[config.mk]
export PLATFORM = sky130hd
export DESIGN_NAME = cpnv_ram
export DESIGN_NICKNAME = d
export VERILOG_FILES = /design/src/rtl/cpio_newc_archive_validator_macros.svh /design/src/rtl/cpnv_ram.sv
export SDC_FILE = /design/constraint.sdc
export NUM_CORES = 2
export LEC_CHECK = 0
export BUFFER_PORTS_ARGS = -buffer_cell sky130_fd_sc_hd__buf_4
export CAP_MARGIN = 20
export CELL_PAD_IN_SITES_DETAIL_PLACEMENT = 0
export CELL_PAD_IN_SITES_GLOBAL_PLACEMENT = 2
export CORE_UTILIZATION = 45
export CTS_CLUSTER_DIAMETER = 80
export CTS_CLUSTER_SIZE = 40
export DETAILED_ROUTE_END_ITERATION = 16
export GPL_ROUTABILITY_DRIVEN = 1
export PLACE_DENSITY_LB_ADDON = 0.12
export SYNTH_ARGS = -nofsm -noshare
export SYNTH_HDL_FRONTEND = slang
export SYNTH_SLANG_ARGS = --single-unit
[constraint.sdc]
create_clock -name clk_i -period 2.7 [get_ports clk_i]
set_input_delay 0.405 -clock clk_i [delete_from_list [all_inputs] [get_ports clk_i]]
set_output_delay 0.405 -clock clk_i [all_outputs]
set_load 0.1 [all_outputs]
[src/rtl/cpio_newc_archive_validator_macros.svh]
// Assertion helpers included by the validator top module.
`ifndef CPIO_NEWC_ARCHIVE_VALIDATOR_MACROS_SVH
`define CPIO_NEWC_ARCHIVE_VALIDATOR_MACROS_SVH

// Same-cycle implication, clocked on clk_i, off during reset.
`define CPNV_ASSERT_NOW(lbl, ante, cons, msg) \
  lbl: assert property (@(posedge clk_i) disable iff (!rst_ni) (ante) |-> (cons)) \
    else $error(msg);

// Next-cycle implication, clocked on clk_i, off during reset.
`define CPNV_ASSERT_NEXT(lbl, ante, cons, msg) \
  lbl: assert property (@(posedge clk_i) disable iff (!rst_ni) (ante) |=> (cons)) \
    else $error(msg);

`endif

[src/rtl/cpnv_ram.sv]
module cpnv_ram #(
  parameter int unsigned WIDTH = 8,
  parameter int unsigned DEPTH = 256
) (
  input  logic                     clk_i,
  input  logic                     we_i,
  input  logic [$clog2(DEPTH)-1:0] waddr_i,
  input  logic [WIDTH-1:0]         wdata_i,
  input  logic [$clog2(DEPTH)-1:0] raddr_i,
  output logic [WIDTH-1:0]         rdata_o
);

  logic [WIDTH-1:0] mem_q [DEPTH];
  logic [WIDTH-1:0] rdata_q;

  always_ff @(posedge clk_i) begin
    if (we_i) begin
      mem_q[waddr_i] <= wdata_i;
    end
    rdata_q <= mem_q[raddr_i];
  end

  assign rdata_o = rdata_q;

endmodule

# After elaboration in Yosys (flattened, before gate mapping)
# Memory sizes are Yosys's and may differ from the RTL's. A register that Yosys moved wholly into a read port is not among the register bits.
# Cells that the tools add are included.
totals:
  regBits: 0
  ram_bits: 2048
  inputBits: 26
  output_inout_bits: 8
  wordCells: 3
  n_memories: 1
op_classes:
  n_mux: 2
mem_list:
  columns: ["memory", "depth", "width", "rd", "rd_ports_with_merged_regs", "wr", "line", "text"]
  rows:
  - ["mem_q", 256, 8, 1, 1, 1, "cpnv_ram.sv:13", "logic [WIDTH-1:0] mem_q [DEPTH];"]
ops:
  columns: ["operator", "count"]
  rows:
  - ["1-bit 2-to-1 mux", 2]

# Longest topological paths before layout
depth:
  word_depth: 2
  ltp_mapped: 11
  depth_no_buf: 6

# Worst setup path after synthesis
# Ideal clock, no wire load.
synth_path:
  path_kind: "input to register"
  startpoint: "input port raddr_i[0]"
  endpoint: "register rdata_q[2] (netlist: rdata_o[2]), read port of mem_q"
  setup_ns: 0.131
  t_arrival_ns: 2.212
  t_required_ns: 2.569
  path_slack_ns: 0.357
  stages: 9
  n_path_buf: 4
  path_cell_list: "buf_6 > buf_12 > buf_8 > buf_2 > mux4_2 > a22oi_1 > a21oi_1 > nor4_1 > nor4_2"
synth_lines:
  columns: ["element", "line", "text"]
  rows:
  - ["start, declared", "cpnv_ram.sv:9", "input logic [$clog2(DEPTH)-1:0] raddr_i,"]
  - ["end, declared", "cpnv_ram.sv:14", "logic [WIDTH-1:0] rdata_q;"]

==> run_results.csv <==
group,metric,value,unit
worst_setup_path,crit_start,"raddr_i[0]",
cells_and_area,fill_cells,13500,
cts,h-tree-depth,3,
cts,cts_setup_buffers,0,
die,fp-row-count,153,
sta,setup_viol,0,
cts,clkLatencyLatePin,0.81,ns
die,core,0.175,mm²
die,die_x,422,µm
logic_synthesis,synth_xor_area_share,0,%
die,start_util,45.5,%
die,num_io_pins,34,
logic_synthesis,synth-adder-area-share,0,%
cells_and_area,synthToLayoutAreaGrowth,16.3,%
sta,finalCritPeriodShare,98.4,%
worst_setup_path,crit_path_frequent_cell,"buf_4",
logic_synthesis,synth_flop_cell,"edfxtp_1",
logic_synthesis,ys_seq_elements,2056,
worst_setup_path,critPathKind,"primary input to flip-flop",
die,die_h,422,µm
sta,finalCriticalPeriod,2.66,ns
cells_and_area,final_net_count,4383,
sta,tightest_slew,1.05,ns
cells_and_area,stdcell_area,0.0925,mm²
detailed_routing,drtIter0Drc,4113,
cts,clockRootBuffer,"clkbuf_16",
cells_and_area,drive_gt1_share,32.3,%
logic_synthesis,yosys.area_share.simple,2.63,%
worst_setup_path,end_kind,"flip-flop",
worst_hold_path,hold_class,"primary input to flip-flop",
logic_synthesis,syn_area_per_cell,21.3,µm²
worst_setup_path,crit_arrival,3.35,ns
logic_synthesis,synth_compound_area_share,3.42,%
logic_synthesis,synth_top_family_by_area,"multiplexers",
grt,grt_max_degree,90,
detailed_routing,route.detailed.drc,0,
logic_synthesis,synth_edf_count,2048,
die,die_area,0.178,mm²
cts,cts_buffers,107,
cts,cts_tree,"yes",
detailed_routing,ant_nets,0,
logic_synthesis,synth_top_area_share,77.3,%
worst_setup_path,crit_chain,"buf_8, buf_12, buf_4, mux4_1, a22oi_1, a31oi_1, nor4_2, nor4_1, buf_4",
logic_synthesis,yosysUniqueCellTypes,55,
sta,hold_viol,0,
sta,timing.hold.ws,0.119,ns
grt,grt_first_pass_wirelength,305000,µm
grt,grt_antenna_before_repair,7,
detailed_routing,viasPerCell,5.91,
power_and_ir_drop,total_power,61.1,mW
worst_setup_path,required,3.39,ns
grt,overflow,0,
sta,drv_slew,0,
logic_synthesis,ys_top_cells_by_count,"edfxtp_1, mux4_2, nor2_1",
logic_synthesis,syn_nets,3759,
power_and_ir_drop,cellPowerDensity,660,mW/mm²
worst_setup_path,slowest_stage,"nor4_2",
logic_synthesis,async_flop_share,0,%
cts,cts_sinks,2056,
grt,grt_usage,24.0,%
sta,tns,0,ns
flow_run,cap_violations,0,
worst_hold_path,hp-start,"wdata_i[7]",
sta,fmax,376,MHz
power_and_ir_drop,vdd_drop_max,0.513,mV
place,numPortBuffers,33,
worst_setup_path,slowest_delay,0.83,ns
worst_setup_path,start_kind,"primary input",
detailed_routing,vias,40100,
detailed_routing,wl_per_cell,31.4,µm
logic_synthesis,synth_area,0.0796,mm²
cts,cts_hold_buffers,0,
sta,slew_headroom,29.6,%
sta,clock-skew-final,0.0675,ns
place,place.gp.congestion,0.843,
detailed_routing,drt-total-wl,213000,µm
power_and_ir_drop,p_leak,29.6,nW
worst_setup_path,worstReg2RegStart,"mem_q[101][1]",
logic_synthesis,synthMostInstantiatedCell,"edfxtp_1",
cts,clock_path_buffers,3,
outcome,status,"finished, final reports clean",
detailed_routing,first_pass_iters,5,
place,hpwl,144000,µm
logic_synthesis,synth_top_area_cell,"edfxtp_1",
place,dpl_cell_area,0.0878,mm²
worst_setup_path,cp_max_fo,17,
logic_synthesis,yosysWarnings,0,
logic_synthesis,synthMuxAreaShare,14.6,%
logic_synthesis,yosysSeqAreaShare,77.5,%
grt,grt_pass1_vias,41000,
logic_synthesis,netlist_top_cells_area,"edfxtp_1, mux4_2, mux2i_1, nor2_1, a22oi_1",
place,placed_cells,6572,
cts,cts.clk_slew.worst_paths,0.12,ns
logic_synthesis,syn_inst,3733,
cells_and_area,final_cells,6778,
[final timing paths]
check	cells after the start	endpoint	slack, ns
max	9	rdata_o[5]	0.04
min	1	mem_q[64][7]	0.12
max reg2reg	8	rdata_o[1]	0.06
min reg2reg	5	rdata_o[3]	1.13
[metal layers]
layer  up-vias  wire [µm]  track usage (%)
met5         -          0                0
met4         0       4510             5.35
met3       180      11600             2.32
met2      1297     105000             39.6
met1     21700      91400             34.8
li1      16800          -                -
[critical path: cells and delay by family]
kind,cells,cell delay (ns)
buf+inv,4,0.93
simple gates,2,0.95
mux,1,0.62
compound gates,2,0.40
[report_power, final]
group / total [mW] / switching (mW) / internal (mW)
registers: 35.2 / 0.0729 / 35.1
clock network: 21.9 / 12.8 / 9.08
logic: 4.00 / 2.45 / 1.54
total: 61.1 / 15.4 / 45.7
[flip-flops by register name, indices dropped and copies added, names as in the netlist]
register / count
mem_q: 2048
rdata_o: 8
[metrics by stage]
step	setup slack, ns	utilization (%)
after CTS	0.0222	52.9
after global routing	-0.0276	52.9
final	0.0419	53.0
after floorplan	0.357	-
after detailed placement	-1.07	50.2
after global placement	-1.56	50.2
[area by class of cell]
cell class	count	area, µm²	share of cell area [%]
sequential	2056	61700	66.6
clock inverter	93	1970	2.13
timing repair buffer	748	6680	7.22
tap	2325	2910	3.14
inverter	2	7.51	0.00811
clock buffer	111	2760	2.98
antenna	1	2.50	0.00270
multi-input combinational	1442	16600	17.9
[cells in the final DEF, fill, tap and decap left out, types with 46 or more instances in the layout]
| cell | synthesis | layout |
|---|---|---|
| edfxtp_1 | 2048 | 2048 |
| buf_4 | 27 | 656 |
| mux4_2 | 454 | 454 |
| nor2_1 | 282 | 279 |
| a21oi_1 | 96 | 96 |
| clkbuf_16 | 0 | 110 |
| mux2i_1 | 134 | 134 |
| a22oi_1 | 133 | 133 |
| buf_12 | 8 | 80 |
| o221ai_1 | 46 | 46 |
[repair_timing]
item,4_1_cts,5_1_grt
pin swaps,0,1
setup endpoints to repair,4,4
gates resized for setup,5,4
[cells by family (layout without fill, tap and decap cells)]
kind of cell / after synthesis / in the layout
and+or+nand+nor: 466 / 466
DFF: 2056 / 2056
other: 0 / 1
AOI/OAI and AO/OA: 385 / 385
buffers and inverters: 235 / 954
muxes: 591 / 591
(Power assumes the default switching activity.)
