`src/rtl/cpio_newc_archive_validator_macros.svh`:
```
// Assertion helpers included by the validator top module.
`ifndef CPIO_NEWC_ARCHIVE_VALIDATOR_MACROS_SVH
`define CPIO_NEWC_ARCHIVE_VALIDATOR_MACROS_SVH

// Same-cycle implication, clocked on clk_i, off during reset.
`define CPNV_ASSERT_NOW(lbl, ante, cons, msg) \
  lbl: assert property (@(posedge clk_i) disable iff (!rst_ni) (ante) |-> (cons)) \
    else $error(msg);

// Next-cycle implication, clocked on clk_i, off during reset.
`define CPNV_ASSERT_NEXT(lbl, ante, cons, msg) \
  lbl: assert property (@(posedge clk_i) disable iff (!rst_ni) (ante) |=> (cons)) \
    else $error(msg);

`endif

```
`src/rtl/cpnv_pkg.sv`:
```
package cpnv_pkg;

  typedef struct packed {
    logic [7:0] archive_byte;
    logic       is_last;
  } in_t;

  typedef struct packed {
    logic        record_kind;
    logic [1:0]  status;
    logic [4:0]  entry_index;
    logic [31:0] data_offset;
    logic [31:0] data_size;
    logic [31:0] entry_mode;
    logic [5:0]  entry_count;
  } out_t;

  typedef struct packed {
    logic done;
    logic dup;
  } dup_res_t;

  typedef enum logic [1:0] {
    ST_OK      = 2'd0,
    ST_INVALID = 2'd1,
    ST_FULL    = 2'd2
  } status_e;

  typedef enum logic [8:0] {
    PH_MAGIC  = 9'b000000001,
    PH_FIELDS = 9'b000000010,
    PH_NAME   = 9'b000000100,
    PH_NPAD   = 9'b000001000,
    PH_DATA   = 9'b000010000,
    PH_DPAD   = 9'b000100000,
    PH_TAILZ  = 9'b001000000,
    PH_HALT   = 9'b010000000,
    PH_DUP    = 9'b100000000
  } phase_e;

  localparam logic REC_ENTRY  = 1'b0;
  localparam logic REC_STATUS = 1'b1;

  localparam int unsigned OFF_W        = 33;
  localparam int unsigned NAME_W       = 9;
  localparam int unsigned POS_W        = 9;
  localparam int unsigned FIELD_DIGITS = 8;
  localparam int unsigned NUM_FIELDS   = 13;
  localparam int unsigned MAGIC_LEN    = 6;
  localparam int unsigned TRAILER_LEN  = 10;
  localparam int unsigned TRAILER_NSZ  = 11;
  localparam int unsigned F_MODE       = 1;
  localparam int unsigned F_NLINK      = 4;
  localparam int unsigned F_FSIZE      = 6;
  localparam int unsigned F_NSIZE      = 11;
  localparam int unsigned F_CHECK      = 12;

  localparam logic [31:0] MODE_TYPE_MASK = 32'o170000;
  localparam logic [31:0] MODE_REG       = 32'o100000;
  localparam logic [31:0] MODE_DIR       = 32'o040000;
  localparam logic [31:0] MAX_BYTES_RST  = 32'd16777216;

  function automatic logic [7:0] magic_char(input logic [2:0] idx);
    logic [7:0] c;
    unique case (idx)
      3'd5:    c = 8'h31;
      3'd1,
      3'd3:    c = 8'h37;
      default: c = 8'h30;
    endcase
    return c;
  endfunction

  function automatic logic [7:0] trailer_char(input logic [3:0] idx);
    logic [7:0] c;
    unique case (idx)
      4'd0:    c = 8'h54;
      4'd1:    c = 8'h52;
      4'd2:    c = 8'h41;
      4'd3:    c = 8'h49;
      4'd4:    c = 8'h4C;
      4'd5:    c = 8'h45;
      4'd6:    c = 8'h52;
      default: c = 8'h21;
    endcase
    return c;
  endfunction

  function automatic logic is_hex(input logic [7:0] b);
    return (b >= 8'h30 && b <= 8'h39) || (b >= 8'h61 && b <= 8'h66) ||
           (b >= 8'h41 && b <= 8'h46);
  endfunction

  function automatic logic [3:0] hex_val(input logic [7:0] b);
    logic [3:0] v;
    if (b <= 8'h39) begin
      v = b[3:0];
    end else begin
      v = 4'(b[2:0] + 3'd1) + 4'd8;
    end
    return v;
  endfunction

  function automatic logic name_char_ok(input logic [7:0] b);
    return (b >= 8'h61 && b <= 8'h7A) || (b >= 8'h41 && b <= 8'h5A) ||
           (b >= 8'h30 && b <= 8'h39) || b == 8'h2E || b == 8'h5F || b == 8'h2D;
  endfunction

endpackage

```
`src/rtl/cpnv_dupchk.sv`:
```
module cpnv_dupchk #(
  parameter int unsigned MAX_ENTRIES    = 32,
  parameter int unsigned NAME_BYTES_MAX = 256
) (
  input  logic                                     clk_i,
  input  logic                                     rst_ni,
  input  logic                                     start_i,
  input  logic [$clog2(MAX_ENTRIES+1)-1:0]         count_i,
  input  logic [cpnv_pkg::NAME_W-1:0]              nsize_i,
  input  logic [7:0]                               cur_byte_i,
  input  logic [7:0]                               st_byte_i,
  output logic [((MAX_ENTRIES > 1) ? $clog2(MAX_ENTRIES) : 1)-1:0] slot_o,
  output logic [$clog2(NAME_BYTES_MAX)-1:0]        idx_o,
  output cpnv_pkg::dup_res_t                       res_o
);

  localparam int unsigned SW = (MAX_ENTRIES > 1) ? $clog2(MAX_ENTRIES) : 1;
  localparam int unsigned JW = $clog2(NAME_BYTES_MAX);
  localparam int unsigned CW = $clog2(MAX_ENTRIES + 1);

  logic          busy_q, busy_d;
  logic [SW-1:0] slot_q, slot_d;
  logic [JW-1:0] idx_q, idx_d;
  logic          rd_q, rd_d;
  logic          lastb_q, lastb_d;
  logic          fin_q, fin_d;
  logic          mism_q, mism_d;
  logic          done_q, done_d;
  logic          dup_q, dup_d;
  logic          issue_last;
  logic          issue_final;
  logic          mism_n;

  assign issue_last  = cpnv_pkg::NAME_W'(idx_q) == nsize_i - cpnv_pkg::NAME_W'(1);
  assign issue_final = issue_last && (CW'(slot_q) + CW'(1) == count_i);
  assign mism_n      = mism_q | (cur_byte_i != st_byte_i);

  always_comb begin
    busy_d  = busy_q;
    slot_d  = slot_q;
    idx_d   = idx_q;
    rd_d    = 1'b0;
    lastb_d = lastb_q;
    fin_d   = fin_q;
    mism_d  = mism_q;
    done_d  = done_q;
    dup_d   = dup_q;
    if (start_i) begin
      busy_d = count_i != '0;
      done_d = count_i == '0;
      dup_d  = 1'b0;
      slot_d = '0;
      idx_d  = '0;
      mism_d = 1'b0;
    end else begin
      if (busy_q) begin
        rd_d    = 1'b1;
        lastb_d = issue_last;
        fin_d   = issue_final;
        if (issue_last) begin
          idx_d = '0;
          if (issue_final) begin
            busy_d = 1'b0;
          end else begin
            slot_d = slot_q + SW'(1);
          end
        end else begin
          idx_d = idx_q + JW'(1);
        end
      end
      if (rd_q) begin
        if (lastb_q) begin
          if (!mism_n) begin
            dup_d = 1'b1;
          end
          mism_d = 1'b0;
          if (fin_q) begin
            done_d = 1'b1;
          end
        end else begin
          mism_d = mism_n;
        end
      end
    end
  end

  always_ff @(posedge clk_i or negedge rst_ni) begin
    if (!rst_ni) begin
      busy_q  <= 1'b0;
      slot_q  <= '0;
      idx_q   <= '0;
      rd_q    <= 1'b0;
      lastb_q <= 1'b0;
      fin_q   <= 1'b0;
      mism_q  <= 1'b0;
      done_q  <= 1'b0;
      dup_q   <= 1'b0;
    end else begin
      busy_q  <= busy_d;
      slot_q  <= slot_d;
      idx_q   <= idx_d;
      rd_q    <= rd_d;
      lastb_q <= lastb_d;
      fin_q   <= fin_d;
      mism_q  <= mism_d;
      done_q  <= done_d;
      dup_q   <= dup_d;
    end
  end

  assign slot_o   = slot_q;
  assign idx_o    = idx_q;
  assign res_o.done = done_q;
  assign res_o.dup  = dup_q;

endmodule

```
`config.mk`:
```
export PLATFORM = sky130hd
export DESIGN_NAME = cpnv_dupchk
export DESIGN_NICKNAME = d
export VERILOG_FILES = /design/src/rtl/cpio_newc_archive_validator_macros.svh /design/src/rtl/cpnv_pkg.sv /design/src/rtl/cpnv_dupchk.sv
export SDC_FILE = /design/constraint.sdc
export NUM_CORES = 1
export LEC_CHECK = 0
export CAP_MARGIN = 10
export CORE_MARGIN = 2
export CORE_UTILIZATION = 60
export CTS_CLUSTER_DIAMETER = 30
export DETAILED_ROUTE_END_ITERATION = 7
export DONT_BUFFER_PORTS = 1
export PLACE_DENSITY = 0.81
export SLEW_MARGIN = 5
export SYNTH_ARGS = -nofsm -noshare
export SYNTH_HDL_FRONTEND = slang
export SYNTH_SLANG_ARGS = --single-unit
```
`constraint.sdc`:
```
create_clock -name clk_i -period 6.9 [get_ports clk_i]
set_clock_uncertainty 0.1 [all_clocks]
set_input_delay 1.38 -clock clk_i [delete_from_list [all_inputs] [get_ports clk_i]]
set_output_delay 1.38 -clock clk_i [all_outputs]
set_load 0.05 [all_outputs]
```
Word-level counts from Yosys, hierarchy flattened
Cells that the tools add are included.
{"block": "word_totals", "ff_bits": 20, "input_bits": 34, "out_inout_bits": 15}
{"block": "classes", "addsub": 4, "eq_ne": 5, "muxes": 24, "bitwise": 2, "reduce_logical": 12}
{"cell": "8-bit two-way mux", "count": 3}
{"cell": "5-bit two-way mux", "count": 4}
{"cell": "1-bit two-way mux", "count": 17}
{"cell": "2-bit nonzero test", "count": 5}
{"cell": "8-bit by 9-bit equality test with 1-bit output", "count": 1}
{"cell": "3-bit AND reduction", "count": 3}
{"cell": "9-bit by 1-bit subtractor with 9-bit output, second input constant", "count": 1}
{"cell": "8-bit by 1-bit adder with 8-bit output, second input constant", "count": 1}
{"cell": "8-bit inequality test", "count": 1}
{"cell": "5-bit by 1-bit adder with 6-bit output, second input constant", "count": 1}
{"cell": "6-bit equality test", "count": 1}
{"cell": "6-bit logical NOT", "count": 1}
{"cell": "6-bit nonzero test", "count": 1}
{"cell": "5-bit by 1-bit adder with 5-bit output, second input constant", "count": 1}
{"cell": "2-bit inequality test, second input constant", "count": 2}
{"cell": "2-bit AND reduction", "count": 1}
{"cell": "1-bit logical AND", "count": 1}
{"cell": "1-bit inverter", "count": 1}
{"cell": "1-bit bitwise OR", "count": 1}

Logic depth before layout (Yosys ltp)
{"block": "depth", "word_depth": 7, "depth_mapped": 10, "mapped_depth_nobuf": 8}

Worst setup path after synthesis
Ideal clock, no wire load.
{"block": "synth_path", "kind": "input port to flip-flop", "start": "in nsize_i[0] in the netlist's numbering", "end": "reg slot_q[2] (netlist: slot_o[2])", "setup_ps": 125, "arrival_ps": 3312, "t_required_ps": 6675, "slack_ps": 3363, "cell_stages": 9, "cell_sequence": "inv_1 > ha_1 > clkbuf_1 > nor2b_1 > or3_1 > a311oi_1 > o221ai_2 > nor4_1 > mux2_2"}
{"block": "synth_between", "elab_chain_len": 5, "word_cells_on_any_way": 6, "cone_classes": "1 x add/sub; 2 x eq/ne; 3 x reduce/logical"}
{"element": "start: declaration", "line": "cpnv_dupchk.sv:9", "source": "input logic [cpnv_pkg::NAME_W-1:0] nsize_i,"}
{"element": "9-bit by 1-bit subtractor with 9-bit output (*)", "line": "cpnv_dupchk.sv:34", "source": "assign issue_last = cpnv_pkg::NAME_W'(idx_q) == nsize_i - cpnv_pkg::NAME_W'(1);"}
{"element": "8-bit by 9-bit equality test with 1-bit output (*)", "line": "cpnv_dupchk.sv:34"}
{"element": "1-bit logical AND", "line": "cpnv_dupchk.sv:35", "source": "assign issue_final = issue_last && (CW'(slot_q) + CW'(1) == count_i);"}
{"element": "2-bit inequality test (no source line)"}
{"element": "3-bit AND reduction (no source line) (*)"}
{"element": "end signal: assignment", "line": "cpnv_dupchk.sv:100", "source": "slot_q <= slot_d;"}
{"element": "end: declaration", "line": "cpnv_dupchk.sv:22", "source": "logic [SW-1:0] slot_q, slot_d;"}
Mark *: on every way between the ends. The rest lies on a longest branch, timed or not.
A chain may end at the register's enable or synchronous reset.

Worst setup path in the final report
Ends and elaborated chain as after synthesis.

==> flow_summary_export.csv <==
group,metric,value,unit
outcome,outcome,"completed",
yosys,synth_seq_cells,20,
drt,drt-wirelength-per-cell,16.4,µm
floorplan,core_area,0.00252,mm²
cts,clock_path_buffers,2,
yosys,syn-num-nets,230,
global_route,grt_pass1_vias,1481,
yosys,seq_area_frac_synth,0.309,
drt,vias,1440,
yosys,synth_cells,193,
cts,cts_tree,"built",
yosys,ys.warnings.count,0,
drt,drt_first_pass_iters,4,
yosys,synth_cell_types,45,
floorplan,die_w,56.0,µm
sta,finalSetupTns,0,ns
place,numPlacedInstances,213,
critical_path,cp_max_fo,15,
yosys,synth_edf_count,0,
critical_path,path_buf_inv,1,
yosys,syn_avg_cell_area,8.40,µm²
cts,cts_made_buffers,3,
sta,rsz0062_at_grt,"false",
cts,ctsHtreeMaxLevel,1,
critical_path,slowest_delay,0.39,ns
sta,hold_viol_final,0,
yosys,synthFlopType,"dfrtp_1",
layout,areaGrowthSynthToFinish,2.63,%
critical_path,crit_type,"input port to flop",
drt,drt_iter0_markers,75,
drt,vias_per_cell,6.64,
flow_run,maxCapViolations,0,
yosys,synth.cell_area,0.00162,mm²
layout,diodes,0,
sta,setup_viol,0,
layout,nets,225,
critical_path,worstSetupEndpointType,"flop",
layout,multi_input_area,0.00105,mm²
sta,min_period_over_period,0.527,
drt,drcViolationCount,0,
sta,fin_crit,3.63,ns
power,total_leakage_power,0.624,nW
layout,layout_common_cells,"dfrtp_1 (20), nor2_1 (16), xnor2_1 (12)",
critical_path,crit_required,6.99,ns
layout,layout-drive-gt1-share,0.0695,
cts,cts-resized-gates,0,
critical_path,crit_arrival,3.72,ns
layout,final_common_cell,"dfrtp_1",
sta,slew_viol_final,0,
global_route,grt_pass1_wl,6170,µm
critical_path,path_cells,"inv_1, ha_1, nor2b_1, or3_1, a311oi_1, o221ai_2, nor4_1, mux2_2",
cts,cts.sinks,20,
sta,max_freq,275,MHz
place,place_congestion,0.929,
cts,post-cts-setup-buffer-count,0,
global_route,grt_overflow,0,
floorplan,rows,18,
sta,tightest_slew,0.962,ns
floorplan,die_y,56.0,µm
power,powerDensity,156,mW/mm²
sta,slew_headroom,0.357,
drt,finalWirelength,3550,µm
floorplan,die-area,0.00313,mm²
worst_hold_path,min_path_type,"flop to flop",
layout,fin_cells,217,
critical_path,cp-start-kind,"input port",
layout,regArea,500,µm²
global_route,grt_use_total,0.239,
floorplan,num_io_pins,49,
yosys,ys_async_sr_fraction,1.00,
cts,cts_hold_buf,0,
power,power.total,259,µW
power,ir_drop,0.134,mV
cts,clk_latency,0.30,ns
global_route,antenna_found_initial,0,
cts,cts_root_buf,"clkbuf_4",
critical_path,cp_top_family,"simple AND/OR/NAND/NOR gates",
floorplan,initial_utilization,0.642,
place,port_buffers,0,
layout,n_fill_cell,215,
place,hpwl,2670,µm
drt,ant_nets,0,
global_route,grt_max_degree,24,
cts,path_clk_slew,0.12,ns
critical_path,critPathSlowestCell,"nor4_1",
==> per-stage QoR <==
stage / hold slack [ns] / worst slack (ns) / utilization / instance area [µm²]
floorplan: 0.364 / 3.36 / - / 1620
global placement: 0.390 / 3.15 / 0.638 / 1610
detailed placement: 0.411 / 2.96 / 0.638 / 1610
CTS: 0.440 / 3.27 / 0.659 / 1660
global route: 0.460 / 3.14 / 0.659 / 1660
finish: 0.442 / 3.27 / 0.659 / 1660
==> cell usage after synthesis (2+ instances only) <==
master    instances  area, µm²
o21a_1            2       15.0
nand2b_1          4       25.0
or3_1             4       25.0
a31oi_1           2       12.5
and2_1            2       12.5
nor4_1            4       25.0
buf_2             2       10.0
a21oi_1           8       40.0
nor3b_1           2       15.0
nand2_1          11       41.3
inv_1             5       18.8
nor2_1           16       60.1
mux2_2            4       45.0
o211ai_1          4       30.0
buf_4             2       15.0
xnor2_1          12        105
a311oi_1          2       17.5
xor2_1            8       70.1
nand4b_1          3       26.3
mux2i_1           3       30.0
nand3_1           7       35.0
o22ai_1           3       18.8
ha_1              3       37.5
or4_1             2       15.0
nor2b_1           8       50.1
o21ai_0           7       35.0
a211oi_1          5       37.5
nor3_1            9       45.0
clkbuf_1          6       22.5
nand4_1           4       25.0
and3_1            2       12.5
o31ai_1           5       37.5
dfrtp_1          20        500
==> registers in the layout (all words and copies together) (netlist names) <==
register and count:
rd_q 1, done_q 1, mism_q 1, fin_q 1, lastb_q 1, idx_o 8, busy_q 1, dup_q 1
slot_o 5
==> layer usage <==
layer  GRT usage  part of all wire  vias to the layer above
met2       0.429              0.51                       59
li1            -                 -                      695
met4      0.0748            0.0079                        0
met3      0.0302             0.068                        4
met5           0                 0                        -
met1       0.296              0.42                      682
==> where the power goes <==
part | internal (mW) | leakage (nW) | switching [mW] | total (mW)
combinational | 0.0150 | 0.325 | 0.0163 | 0.0313
sequential | 0.120 | 0.271 | 0.0126 | 0.133
clock | 0.0587 | 0.0279 | 0.0359 | 0.0947
==> worst register-to-register path, cell delays in order (launching register included) <==
cell	delay (ns)
dfrtp_1	0.74
xor2_1	0.25
or4b_1	0.50
a31oi_1	0.22
o221ai_2	0.32
nor4_1	0.39
mux2_2	0.39
==> cells by family (layout without fill, tap and decap cells) <==
family	count (synthesis)	in the layout	synth area share
DFF	20	20	0.309
muxes	7	7	0.0463
and+or+nand+nor	84	84	0.287
AOI/OAI and AO/OA	43	43	0.183
buffers and inverters	16	10	0.0432
xor gates and xnor gates	20	20	0.108
adders and majority gates	3	3	0.0232
==> area by class of cell <==
| type | instances | area share |
|---|---|---|
| Multi-Input combinational cell | 157 | 0.631 |
| Sequential cell | 20 | 0.301 |
| Tap cell | 30 | 0.0226 |
| Clock inverter | 1 | 0.0181 |
| Clock buffer | 3 | 0.0135 |
| Inverter | 6 | 0.0135 |
==> final timing paths <==
check	end	cells after the start	slack, ns	startpoint
max	slot_o[2]$_DFFE_PN0P_	8	3.27	nsize_i[0]
min	fin_q$_DFFE_PN0P_	1	0.44	fin_q$_DFFE_PN0P_
min reg2reg	fin_q$_DFFE_PN0P_	1	0.44	fin_q$_DFFE_PN0P_
max reg2reg	slot_o[2]$_DFFE_PN0P_	6	3.89	idx_o[6]$_DFFE_PN0P_
min in group asynchronous	done_q$_DFFE_PN0P_	0	0.65	rst_ni
max in group asynchronous	idx_o[7]$_DFFE_PN0P_	0	5.97	rst_ni
(Power assumes the default switching activity.)
